===== src/hdl/lsch_pkg.sv =====
package lsch_pkg;

   localparam int RAND_W         = 16;
   localparam int DIV_STEP_W     = 4;
   localparam int TICKET_W       = 8;
   localparam int TICKET_TABLE_W = 64;
   localparam int TASK_W         = 4;
   localparam int WINNER_W       = 3;
   localparam int WINS_W         = 32;
   localparam int RSP_DATA_W     = 40;
   localparam int CSR_INDEX_W    = 8;
   localparam int CSR_DATA_W     = 64;

   localparam int DEF_MAX_SLOTS  = 8;
   localparam int DEF_COUNT_BITS = 32;

   localparam logic [TICKET_TABLE_W-1:0] TICKET_RESET = 64'h0101_0101_0101_0101;
   localparam logic [TASK_W-1:0]         TASK_RESET   = 4'd8;

   localparam logic [CSR_INDEX_W-1:0] CSR_TICKETS = 8'd0;
   localparam logic [CSR_INDEX_W-1:0] CSR_TASKS   = 8'd1;

   typedef enum logic {
      ALU_ADD = 1'b0,
      ALU_SUB = 1'b1
   } alu_op_type;

endpackage


===== src/hdl/lottery_scheduler.sv =====
// channel   dir  handshake                 payload
// req       in   req_tvalid/req_tready     req_tdata: random_value
// rsp       out  rsp_tvalid/rsp_tready     rsp_tdata: winner, winner_wins; rsp_tuser: empty_pool
// csr       in   csr_valid/csr_ready       csr_index, csr_data
//
// one draw adds up the pool over the n active tasks, finds the remainder by restoring
// division and walks the slots, all on one shared adder, then posts the beat;
// an empty pool skips the division and the walk
// synchronous active-high reset clears win counters and handshake state and loads the default config
// a new draw is taken while the last result beat still waits on rsp_tready
// csr writes are always ready and are meant for idle periods
module lottery_scheduler
   import lsch_pkg::*;
#(
   parameter int MAX_SLOTS  = DEF_MAX_SLOTS,
   parameter int COUNT_BITS = DEF_COUNT_BITS
) (
   input  logic                   clock,
   input  logic                   reset,
   input  logic                   req_tvalid,
   output logic                   req_tready,
   input  logic [RAND_W-1:0]      req_tdata,   // random_value
   output logic                   rsp_tvalid,
   input  logic                   rsp_tready,
   output logic [RSP_DATA_W-1:0]  rsp_tdata,   // winner, winner_wins, zero pad
   output logic                   rsp_tuser,   // empty_pool
   input  logic                   csr_valid,
   output logic                   csr_ready,
   input  logic [CSR_INDEX_W-1:0] csr_index,
   input  logic [CSR_DATA_W-1:0]  csr_data
);

   localparam int TOT_W = TICKET_W + $clog2(MAX_SLOTS) + 1;
   localparam int ALU_W = TOT_W + 1;
   localparam int CNT_W = $clog2(MAX_SLOTS + 1);
   localparam int IDX_W = (MAX_SLOTS > 1) ? $clog2(MAX_SLOTS) : 1;

   typedef enum logic [4:0] {
      ST_IDLE = 5'b00001,
      ST_SUM  = 5'b00010,
      ST_DIV  = 5'b00100,
      ST_WALK = 5'b01000,
      ST_UPD  = 5'b10000
   } state_type;

   state_type               state_ff, state_in;
   logic [TICKET_TABLE_W-1:0] tickets_ff;
   logic [TASK_W-1:0]       tasks_ff;
   logic [CNT_W-1:0]        k_ff, k_in;
   logic [TOT_W-1:0]        total_ff, total_in;
   logic [TOT_W-1:0]        rem_ff, rem_in;
   logic [RAND_W-1:0]       rv_ff, rv_in;
   logic [DIV_STEP_W-1:0]   step_ff, step_in;
   logic [IDX_W-1:0]        win_ff, win_in;
   logic                    empty_ff, empty_in;
   logic                    rsp_valid_ff, rsp_valid_in;
   logic [WINNER_W-1:0]     rsp_winner_ff, rsp_winner_in;
   logic [WINS_W-1:0]       rsp_wins_ff, rsp_wins_in;
   logic                    rsp_empty_ff, rsp_empty_in;

   logic [TICKET_W-1:0]     tick_w [MAX_SLOTS];
   logic [CNT_W-1:0]        active_n;
   logic [IDX_W-1:0]        k_idx;
   logic [TICKET_W-1:0]     cur_tick;
   logic [ALU_W-1:0]        div_shift;
   alu_op_type              alu_op;
   logic [ALU_W-1:0]        alu_a, alu_b, alu_res;
   logic                    alu_borrow;
   logic                    req_beat, post;
   logic [COUNT_BITS-1:0]   new_count;

   for (genvar g = 0; g < MAX_SLOTS; g++) begin : g_tick
      assign tick_w[g] = tickets_ff[TICKET_W*g +: TICKET_W];
   end

   always_comb begin
      if (tasks_ff > TASK_W'(MAX_SLOTS)) begin
         active_n = CNT_W'(MAX_SLOTS);
      end else begin
         active_n = CNT_W'(tasks_ff);
      end
   end

   assign k_idx     = (k_ff < CNT_W'(MAX_SLOTS)) ? k_ff[IDX_W-1:0] : '0;
   assign cur_tick  = tick_w[k_idx];
   assign div_shift = {rem_ff, rv_ff[RAND_W-1]};

   always_comb begin
      case (state_ff)
         ST_DIV: begin
            alu_op = ALU_SUB;
            alu_a  = div_shift;
            alu_b  = ALU_W'(total_ff);
         end
         ST_WALK: begin
            alu_op = ALU_SUB;
            alu_a  = ALU_W'(rem_ff);
            alu_b  = ALU_W'(cur_tick);
         end
         default: begin
            alu_op = ALU_ADD;
            alu_a  = ALU_W'(total_ff);
            alu_b  = ALU_W'(cur_tick);
         end
      endcase
   end

   lsch_alu #(
      .W(ALU_W)
   ) u_alu (
      .op     (alu_op),
      .a      (alu_a),
      .b      (alu_b),
      .result (alu_res),
      .borrow (alu_borrow)
   );

   assign req_tready = (state_ff == ST_IDLE);
   assign req_beat   = req_tvalid & req_tready;
   assign post       = (state_ff == ST_UPD) & (~rsp_valid_ff | rsp_tready);

   lsch_counters #(
      .MAX_SLOTS  (MAX_SLOTS),
      .COUNT_BITS (COUNT_BITS),
      .IDX_W      (IDX_W)
   ) u_counters (
      .clock     (clock),
      .reset     (reset),
      .inc       (post & ~empty_ff),
      .idx       (win_ff),
      .new_count (new_count)
   );

   always_comb begin
      state_in = state_ff;
      k_in     = k_ff;
      total_in = total_ff;
      rem_in   = rem_ff;
      rv_in    = rv_ff;
      step_in  = step_ff;
      win_in   = win_ff;
      empty_in = empty_ff;
      case (state_ff)
         ST_IDLE: begin
            if (req_beat) begin
               rv_in    = req_tdata;
               k_in     = '0;
               total_in = '0;
               state_in = ST_SUM;
            end
         end
         ST_SUM: begin
            if (k_ff < active_n) begin
               total_in = alu_res[TOT_W-1:0];
               k_in     = k_ff + CNT_W'(1);
            end else if (total_ff == '0) begin
               empty_in = 1'b1;
               win_in   = '0;
               state_in = ST_UPD;
            end else begin
               empty_in = 1'b0;
               rem_in   = '0;
               step_in  = '0;
               state_in = ST_DIV;
            end
         end
         ST_DIV: begin
            rem_in  = alu_borrow ? div_shift[TOT_W-1:0] : alu_res[TOT_W-1:0];
            rv_in   = {rv_ff[RAND_W-2:0], 1'b0};
            step_in = step_ff + DIV_STEP_W'(1);
            if (step_ff == DIV_STEP_W'(RAND_W - 1)) begin
               k_in     = '0;
               state_in = ST_WALK;
            end
         end
         ST_WALK: begin
            if (alu_borrow || (k_ff == active_n - CNT_W'(1))) begin
               win_in   = k_idx;
               state_in = ST_UPD;
            end else begin
               rem_in = alu_res[TOT_W-1:0];
               k_in   = k_ff + CNT_W'(1);
            end
         end
         ST_UPD: begin
            if (post) begin
               state_in = ST_IDLE;
            end
         end
         default: begin
            state_in = ST_IDLE;
         end
      endcase
   end

   always_comb begin
      rsp_valid_in  = rsp_valid_ff;
      rsp_winner_in = rsp_winner_ff;
      rsp_wins_in   = rsp_wins_ff;
      rsp_empty_in  = rsp_empty_ff;
      if (post) begin
         rsp_valid_in  = 1'b1;
         rsp_empty_in  = empty_ff;
         rsp_winner_in = empty_ff ? '0 : WINNER_W'(win_ff);
         rsp_wins_in   = empty_ff ? '0 : WINS_W'(new_count);
      end else if (rsp_tready) begin
         rsp_valid_in = 1'b0;
      end
   end

   always_ff @(posedge clock) begin
      if (reset) begin
         state_ff     <= ST_IDLE;
         rsp_valid_ff <= 1'b0;
         tickets_ff   <= TICKET_RESET;
         tasks_ff     <= TASK_RESET;
      end else begin
         state_ff     <= state_in;
         rsp_valid_ff <= rsp_valid_in;
         if (csr_valid && csr_ready) begin
            if (csr_index == CSR_TICKETS) begin
               tickets_ff <= csr_data;
            end else if (csr_index == CSR_TASKS) begin
               tasks_ff <= csr_data[TASK_W-1:0];
            end
         end
      end
   end

   always_ff @(posedge clock) begin
      k_ff          <= k_in;
      total_ff      <= total_in;
      rem_ff        <= rem_in;
      rv_ff         <= rv_in;
      step_ff       <= step_in;
      win_ff        <= win_in;
      empty_ff      <= empty_in;
      rsp_winner_ff <= rsp_winner_in;
      rsp_wins_ff   <= rsp_wins_in;
      rsp_empty_ff  <= rsp_empty_in;
   end

   assign csr_ready  = 1'b1;
   assign rsp_tvalid = rsp_valid_ff;
   assign rsp_tuser  = rsp_empty_ff;
   assign rsp_tdata  = {{(RSP_DATA_W - WINS_W - WINNER_W){1'b0}}, rsp_wins_ff, rsp_winner_ff};

endmodule


===== src/hdl/lsch_alu.sv =====
module lsch_alu
   import lsch_pkg::*;
#(
   parameter int W = 12
) (
   input  alu_op_type     op,
   input  logic [W-1:0]   a,
   input  logic [W-1:0]   b,
   output logic [W-1:0]   result,
   output logic           borrow
);

   logic [W-1:0] b_eff;
   logic [W:0]   full;

   // one adder: subtract is a plus inverted b plus one
   assign b_eff  = (op == ALU_SUB) ? ~b : b;
   assign full   = {1'b0, a} + {1'b0, b_eff} + {{W{1'b0}}, (op == ALU_SUB)};
   assign result = full[W-1:0];
   assign borrow = (op == ALU_SUB) & ~full[W];

endmodule


===== src/hdl/lsch_counters.sv =====
module lsch_counters #(
   parameter int MAX_SLOTS  = 8,
   parameter int COUNT_BITS = 32,
   parameter int IDX_W      = 3
) (
   input  logic                  clock,
   input  logic                  reset,
   input  logic                  inc,
   input  logic [IDX_W-1:0]      idx,
   output logic [COUNT_BITS-1:0] new_count
);

   logic [COUNT_BITS-1:0] count_ff [MAX_SLOTS];
   logic [COUNT_BITS-1:0] cur;

   assign cur       = count_ff[idx];
   // saturating bump
   assign new_count = (cur == {COUNT_BITS{1'b1}}) ? cur : cur + {{(COUNT_BITS-1){1'b0}}, 1'b1};

   always_ff @(posedge clock) begin
      if (reset) begin
         for (int i = 0; i < MAX_SLOTS; i++) begin
            count_ff[i] <= '0;
         end
      end else if (inc) begin
         count_ff[idx] <= new_count;
      end
   end

endmodule


===== config.mk =====
export PLATFORM = sky130hd
export DESIGN_NAME = lottery_scheduler
export DESIGN_NICKNAME = d
export VERILOG_FILES = /design/src/hdl/lsch_pkg.sv /design/src/hdl/lottery_scheduler.sv /design/src/hdl/lsch_alu.sv /design/src/hdl/lsch_counters.sv
export SDC_FILE = /design/constraint.sdc
export NUM_CORES = 1
export LEC_CHECK = 0
export BUFFER_PORTS_ARGS = -buffer_cell sky130_fd_sc_hd__buf_2
export CAP_MARGIN = 20
export CORE_MARGIN = 1
export CORE_UTILIZATION = 65
export CTS_BUF_LIST = sky130_fd_sc_hd__clkbuf_4
export DETAILED_ROUTE_END_ITERATION = 8
export PLACE_DENSITY = 0.81
export SETUP_SLACK_MARGIN = 0.02
export SLEW_MARGIN = 30
export SYNTH_ARGS = -nofsm -noshare
export SYNTH_HDL_FRONTEND = slang
export SYNTH_HIERARCHICAL = 1
export SYNTH_SLANG_ARGS = --single-unit
export TNS_END_PERCENT = 50

===== constraint.sdc =====
create_clock -name clock -period 10.95 [get_ports clock]
set_input_delay 1.6425 -clock clock [delete_from_list [all_inputs] [get_ports clock]]
set_output_delay 1.6425 -clock clock [all_outputs]
set_load 0.05 [all_outputs]

==> results_dict.tcl <==
set metrics [dict create \
    grt_pass1_vias 14353 \
    place_congestion 0.863 \
    r2r_slack_ns 5.20 \
    path_class "register to register" \
    finalHoldViolCount 0 \
    fp-row-count 64 \
    drive_above_1_share 0.224 \
    r2r-start "win_ff[0]" \
    hp-start "tickets_ff[34]" \
    worstPathRequired_ns 11.39 \
    cts_tree "built" \
    post_cts_resized 0 \
    final_common_cell "edfxtp_1" \
    layout_common_cells "344 x edfxtp_1, 288 x nor2_1, 241 x nand2_1" \
    cts_setup_buffers 0 \
    crit_top_cell "inv_1" \
    synth_area_um2 20100 \
    max_freq_mhz 174 \
    max_slew_margin 0.315 \
    die-area_um2 31600 \
    fin_hold_ws_ns 0.456 \
    powerDensity_nw_per_um2 149 \
    vdd_drop_max_mv 0.0931 \
    layout.cells.non_filler 2328 \
    drtAntennaViolNets 0 \
    worstMarginPinSlew_ns 1.02 \
    syn_inst 1713 \
    cts_buffer_depth 3 \
    min_to "tickets_ff[34]" \
    setup_violations 0 \
    route.detailed.drc 0 \
    hold_path.class "register to register" \
    ctsHoldBuffers 0 \
    critPathSlowestCell "buf_4" \
    antenna_found_initial 1 \
    placedCellCount 2145 \
    status "finished, final reports clean" \
    worstPathArrival_ns 6.19 \
    reg2reg_to "rsp_wins_ff[3]" \
    hold_path_depth 2 \
    io_buffers 130 \
    wl_per_cell_um 20.6 \
    slew_violations 0 \
    dr.first_iter.drc_count 1503 \
    chipWidth_um 178 \
    rsz0062_at_grt "false" \
    skew_ns 0.0514 \
    final_util 0.728 \
    r2r_cells 14 \
    finalCritPeriodShare 0.526 \
    crit_chain "buf_4 -> buf_4 -> mux4_2 -> mux2i_1 -> inv_1 -> ha_1 -> inv_1 -> a211oi_2 -> nor2b_1 -> nand4_1 -> o21ai_0 -> xnor2_1 -> inv_1 -> nor2b_1" \
    drt-pass1-iter-count 5 \
    route.vias.total 14176 \
    totalWireLength_um 48000 \
    maxCapViolCount 0 \
    fin_nets 1973 \
    critPathCaptureType "register" \
    cts_max_level 3 \
    worstSetupStartpointType "register" \
    path_max_fanout 40 \
    core_area_um2 30500 \
    dp_hpwl_um 28200 \
    grt_use_total 0.311 \
    fp.dieH_um 178 \
    grt-ovfl-total 0 \
    slowest_delay_ns 0.69 \
    p_leak_nw 8.55 \
    cts_sinks 418 \
    start_util 0.659 \
    yosysWarnings 6 \
    n_fill_cell 2092 \
    final.setup.tns_ns 0 \
    cts_buffers 105 \
    area_delta_synth_final_pct 10.4 \
    cts.clk_slew.worst_paths_ns 0.07 \
    syn_area_per_cell_um2 11.7 \
    grt_pass1_wl_um 74500 \
    cts_root_buffer "clkbuf_4" \
    grt_start_max_net_pins 85 \
    viasPerCell 6.09 \
    clock_latency_ns 0.75 \
    finalCriticalPeriod_ns 5.75 \
    boundaryPins 137 \
]
==> state kept, by name, indices dropped and copies added, names as in the netlist <==
register / count
total_ff: 12
rsp_tvalid: 1
step_ff: 4
tickets_ff: 64
state_ff: 5
rsp_winner_ff: 3
rem_ff: 12
rsp_wins_ff: 32
rv_ff: 16
u_counters/count_ff: 256
rsp_tuser: 1
empty_ff: 1
k_ff: 4
win_ff: 3
tasks_ff: 4
==> metal layers <==
metal	GRT usage	wire length [um]	vias to the layer above
met5	0	0	-
met4	0.147	1730	0
met3	0.0540	3870	142
met2	0.532	24200	727
met1	0.383	18100	6871
li1	-	-	6436
==> critical path: cells and delay by family (launching register included) <==
family	cells	cell delay (ns)
buffers and inverters	5	1.66
AO/OA/AOI/OAI	2	1.20
AND/OR/NAND/NOR	3	1.12
multiplexers	2	0.51
XOR/XNOR	1	0.40
flip-flops	1	0.37
adder cells (fa/ha/maj)	1	0.18
==> power by group <==
| part | leakage (nW) | switching [mW] | internal (mW) |
|---|---|---|---|
| Clock | 0.803 | 0.618 | 0.699 |
| Combinational | 3.66 | 0.137 | 0.0744 |
| Sequential | 4.08 | 0.0235 | 1.76 |
| Total | 8.55 | 0.778 | 2.54 |
==> area by class of cell <==
class / count / area, um^2 / area share
repair buffers: 145 / 767 / 0.0345
clock buffers: 157 / 1180 / 0.0531
diodes: 1 / 2.50 / 0.000113
flip-flops and latches: 418 / 11800 / 0.532
clock inverters: 24 / 163 / 0.00733
inverters: 55 / 206 / 0.00930
well taps: 396 / 495 / 0.0223
multi-input cells: 1132 / 7580 / 0.341
==> how the worst max path moves through the flow <==
stage                     slack [ns]              to  cells past startpoint   startpoint
after floorplan                 6.63       rem_ff[0]                     18  state_ff[1]
after global placement          5.11       rem_ff[8]                     15      k_ff[2]
after CTS                       5.10         k_ff[1]                     15      k_ff[2]
final                           5.20  rsp_wins_ff[3]                     14    win_ff[0]
after global routing            4.87  rsp_wins_ff[3]                     14    win_ff[0]
after detailed placement        5.10         k_ff[0]                     15      k_ff[2]
==> through the flow <==
stage                     area (um^2)  setup WS [ns]  power, mW
after floorplan                 20100           6.63       1.96
after global placement          20800           5.11       2.02
after detailed placement        20800           5.10       2.03
after CTS                       22200           5.10       3.33
after global routing            22200           4.87       3.44
final                           22200           5.20       3.31
Note: power is estimated with default switching activity, not from simulation.
